===== config.mk =====
export PLATFORM = sky130hd
export DESIGN_NAME = bb3_ctrl
export DESIGN_NICKNAME = d
export VERILOG_FILES = /design/src/sv/bb3_pkg.sv /design/src/sv/bb3_ctrl.sv
export SDC_FILE = /design/constraint.sdc
export NUM_CORES = 1
export LEC_CHECK = 0
export BUFFER_PORTS_ARGS = -buffer_cell sky130_fd_sc_hd__buf_2
export CAP_MARGIN = 20
export CORE_AREA = 2 2 39 41
export CTS_BUF_LIST = sky130_fd_sc_hd__clkbuf_8
export DETAILED_ROUTE_END_ITERATION = 6
export DIE_AREA = 0 0 41 43
export HOLD_SLACK_MARGIN = 0.08
export PLACE_DENSITY = 0.51
export SKIP_CTS_REPAIR_TIMING = 1
export SYNTH_ARGS = -nofsm -noshare
export SYNTH_HDL_FRONTEND = slang
export SYNTH_SLANG_ARGS = --single-unit

===== constraint.sdc =====
create_clock -name clk_i -period 1.6 [get_ports clk_i]
set_input_delay 0.24 -clock clk_i [delete_from_list [all_inputs] [get_ports clk_i]]
set_output_delay 0.24 -clock clk_i [all_outputs]
set_load 0.02 [all_outputs]

===== src/sv/bb3_pkg.sv =====
// ----------------------------------------------------------------------------
// Box blur package
// Shared types and constants of the 3x3 edge-aware box blur.
// ----------------------------------------------------------------------------
package bb3_pkg;

  localparam int unsigned CfgIdxW = 1;
  localparam int unsigned CfgDataW = 16;
  localparam logic [CfgIdxW-1:0] CFG_IMAGE_WIDTH = 1'b0;
  localparam logic [CfgIdxW-1:0] CFG_IMAGE_HEIGHT = 1'b1;
  localparam logic [9:0] RESET_WIDTH = 10'd512;
  localparam logic [15:0] RESET_HEIGHT = 16'd512;

  localparam int unsigned SumW = 12;
  localparam int unsigned CntW = 4;
  localparam int unsigned NumW = 13;

  typedef struct packed {
    logic       mode;
    logic [7:0] pixel_red;
    logic [7:0] pixel_green;
    logic [7:0] pixel_blue;
  } in_t;

  typedef struct packed {
    logic [7:0]  blur_red;
    logic [7:0]  blur_green;
    logic [7:0]  blur_blue;
    logic [15:0] out_row;
    logic [8:0]  out_col;
    logic        frame_done;
  } out_t;

  typedef enum logic [2:0] {
    ST_IDLE,
    ST_SEL,
    ST_RD,
    ST_ACC,
    ST_DINIT,
    ST_DIV,
    ST_EMIT
  } state_e;

  typedef struct packed {
    logic accept;
    logic start_emit;
    logic rd;
    logic acc;
    logic div_init;
    logic div_step;
    logic load_out;
    logic finish;
  } cmd_t;

  typedef struct packed {
    logic pend;
    logic k_last;
    logic div_last;
    logic out_free;
  } status_t;

endpackage


===== src/sv/bb3_ctrl.sv =====
// ----------------------------------------------------------------------------
// Box blur controller
// Sequences acceptance, window reads, accumulation, division and output.
// ----------------------------------------------------------------------------
module bb3_ctrl (
  input  logic             clk_i,
  input  logic             rst_ni,
  input  logic             in_valid_i,
  output logic             in_ready_o,
  input  bb3_pkg::status_t status_i,
  output bb3_pkg::cmd_t    cmd_o
);

  bb3_pkg::state_e state_q, state_d;

  always_ff @(posedge clk_i or negedge rst_ni) begin
    if (!rst_ni) begin
      state_q <= bb3_pkg::ST_IDLE;
    end else begin
      state_q <= state_d;
    end
  end

  always_comb begin
    state_d = state_q;
    cmd_o = '0;
    in_ready_o = 1'b0;
    unique case (state_q)
      bb3_pkg::ST_IDLE: begin
        in_ready_o = 1'b1;
        if (in_valid_i) begin
          cmd_o.accept = 1'b1;
          state_d = bb3_pkg::ST_SEL;
        end
      end
      bb3_pkg::ST_SEL: begin
        if (status_i.pend) begin
          cmd_o.start_emit = 1'b1;
          state_d = bb3_pkg::ST_RD;
        end else begin
          cmd_o.finish = 1'b1;
          state_d = bb3_pkg::ST_IDLE;
        end
      end
      bb3_pkg::ST_RD: begin
        cmd_o.rd = 1'b1;
        state_d = bb3_pkg::ST_ACC;
      end
      bb3_pkg::ST_ACC: begin
        cmd_o.acc = 1'b1;
        state_d = status_i.k_last ? bb3_pkg::ST_DINIT : bb3_pkg::ST_RD;
      end
      bb3_pkg::ST_DINIT: begin
        cmd_o.div_init = 1'b1;
        state_d = bb3_pkg::ST_DIV;
      end
      bb3_pkg::ST_DIV: begin
        cmd_o.div_step = 1'b1;
        if (status_i.div_last) begin
          state_d = bb3_pkg::ST_EMIT;
        end
      end
      bb3_pkg::ST_EMIT: begin
        if (status_i.out_free) begin
          cmd_o.load_out = 1'b1;
          state_d = bb3_pkg::ST_SEL;
        end
      end
      default: begin
        state_d = bb3_pkg::ST_IDLE;
      end
    endcase
  end

endmodule


==> out/qor.csv <==
metric,value,unit
dp_hpwl,451,µm
cts.clk_slew.worst_paths,30,ps
clockBufferDepth,2,
die_w,41,µm
gp_congestion,0.657,
drive_above_1_share,0.512,
grt_use_total,0.0905,
hold_class,input port to flip-flop,
start_util,0.179,
synth-simple-area-share,0.379,
cts_buffers,3,
crit_fanout,13,
synth_warnings,0,
tritoncts,yes,
numPortBuffers,15,
pwr-share-comb,0.456,
wl_per_cell,11.2,µm
grt-ovfl-total,0,
arrival,1240,ps
yosysTopAreaCell,dfrtp_1,
hold_viol_final,0,
clkLatencyLatePin,210,ps
diodes,0,
layout_common_cells,"buf_2 (15), clkbuf_8 (3), nor3b_1 (2), inv_1 (2), dfrtp_1 (2)",
worst_slew_pin_slew,376,ps
slew_headroom,0.749,
htreeDepth,1,
syn-cell-area,248,µm²
syn_to_final_growth,57.1,%
max_freq,0.677,GHz
core.rowCount,14,
seqPwrFrac,0.290,
crit_type,flip-flop to output pin,
min_period_over_period,0.923,
cts_root_buf,clkbuf_8,
core-area,1380,µm²
synth_adder_area_share,0,
final_common_cell,buf_2,
holdCritStartpoint,status_i[1],
start_kind,flip-flop,
max-cap-violations,0,
fillers,169,
synth_seq_cells,3,
largest_register_ffs,3,
ant_nets,0,
antenna_found_initial,0,
p_int,462,µW
die_h,43,µm
required,1360,ps
num_vias,266,
drc_errors,0,
setup_tns,0,ps
min_to,state_q[0],
end_kind,output pin,
layout_min_cycle_time,1480,ps
status,finished clean,
syn_inst,26,
synthMuxAreaShare,0.0404,
first_pass_iters,2,
clkPwrFrac,0.255,
clock_skew,2.33,ps
grt_max_degree,15,
p_leak,0.000202,µW
slew_violations,0,
timing.rr.end,state_q[0],
avgSynthCellArea,9.53,µm²
synth-compound-area-share,0.202,
syn_nets,33,
p_sw_frac,0.442,
grt_pass1_vias,257,
r2r_cells,3,
power.switching,366,µW
rrSetupSlack,210,ps
finalSetupViolations,0,
ys_types,21,
cts.sink_count,3,
drtIter0Drc,3,
synth_xor_area_frac,0,
grt_pass1_wl,1100,µm
routed_wl,659,µm
die_area,1760,µm²
synth_area_leaders,"dfrtp_1 (30%), buf_2 (6.1%), nor3b_1 (6.1%), o211ai_2 (5.1%), nand4bb_1 (4.5%)",
irDropWorstVdd,0.435,mV
r2r-start,state_q[2],
via_per_inst,4.51,
powerDensity,2130,nW/µm²
io_pins,16,
synth_top_area_share,0.303,
synth.yosys.seq_area_share,0.303,
nets,51,
holdWs,261,ps
top_register,state_q,
rsz0062_at_grt,false,
reg_top3,state_q: 3 flops,
synth_top_family_by_area,simple AND/OR/NAND/NOR gates,
whs_path_depth,2,
==> kinds of logic (layout without fill, tap and decap cells) <==
logic type / after synthesis / in the layout
AND/OR/NAND/NOR: 11 / 11
AO/OA/AOI/OAI: 7 / 7
buffers and inverters: 4 / 21
flip-flops: 3 / 3
multiplexers: 1 / 1
==> cell usage after synthesis, drive strengths merged <==
cell type and n:
o211ai 1, o21a 1, dfrtp 3, and2 1
nor3 1, nor4b 1, buf 3, a22o 1
a21oi 1, inv 1, and3b 1, nor3b 2
nor4bb 1, and4b 1, o22ai 1, nand3b 1
or4 1, o21ai 2, mux2i 1, nand4bb 1
==> power groups by stage <==
stage          clock network, µW  registers (µW)  logic (µW)
3_3_place_gp                   0             232         379
6_report                     211             240         377
3_5_place_dp                   0             234         379
2_1_floorplan                  0             140         376
4_1_cts                      218             235         383
5_1_grt                      227             264         415
==> area by class of cell <==
| cell class | instances | area [µm²] | share of cell area |
|---|---|---|---|
| Multi-Input combinational cell | 19 | 159 | 0.408 |
| Timing Repair Buffer | 16 | 85.1 | 0.219 |
| Sequential cell | 3 | 76.3 | 0.196 |
| Clock buffer | 3 | 41.3 | 0.106 |
| Tap cell | 16 | 20.0 | 0.0514 |
| Clock inverter | 1 | 3.75 | 0.00965 |
| Inverter | 1 | 3.75 | 0.00965 |
==> metrics by stage <==
step | util | std cells | area, µm² | setup WS [ps] | power [µW]
final | 0.281 | 59 | 389 | 123 | 828
after global placement | 0.241 | 54 | 333 | 224 | 610
after detailed placement | 0.241 | 54 | 333 | 204 | 614
after floorplan | - | 26 | 253 | 27.8 | 516
after CTS | 0.273 | 58 | 378 | 95.2 | 835
after global routing | 0.281 | 59 | 389 | 9.37 | 906
==> critical path, cell delays in order (launching register included) <==
cell     delay [ps]
dfrtp_1         490
nor4b_1         320
buf_2           210
==> layer usage <==
layer / vias up / track usage / part of all wire
li1: 134 / - / -
met5: - / 0 / 0
met4: 0 / 0.0400 / 0
met1: 123 / 0.136 / 0.50
met2: 9 / 0.113 / 0.45
met3: 0 / 0.0314 / 0.044
==> worst max path at each step <==
stage                     startpoint          to  slack (ps)  depth (start not counted)
after floorplan           state_q[2]    cmd_o[0]          30                          2
after global placement    state_q[2]  state_q[0]         220                          3
after detailed placement  state_q[2]  state_q[0]         200                          3
after CTS                 state_q[2]    cmd_o[0]         100                          2
after global routing      state_q[2]    cmd_o[7]           9                          3
final                     state_q[2]    cmd_o[0]         120                          2
Note: power is estimated with default switching activity, not from simulation.
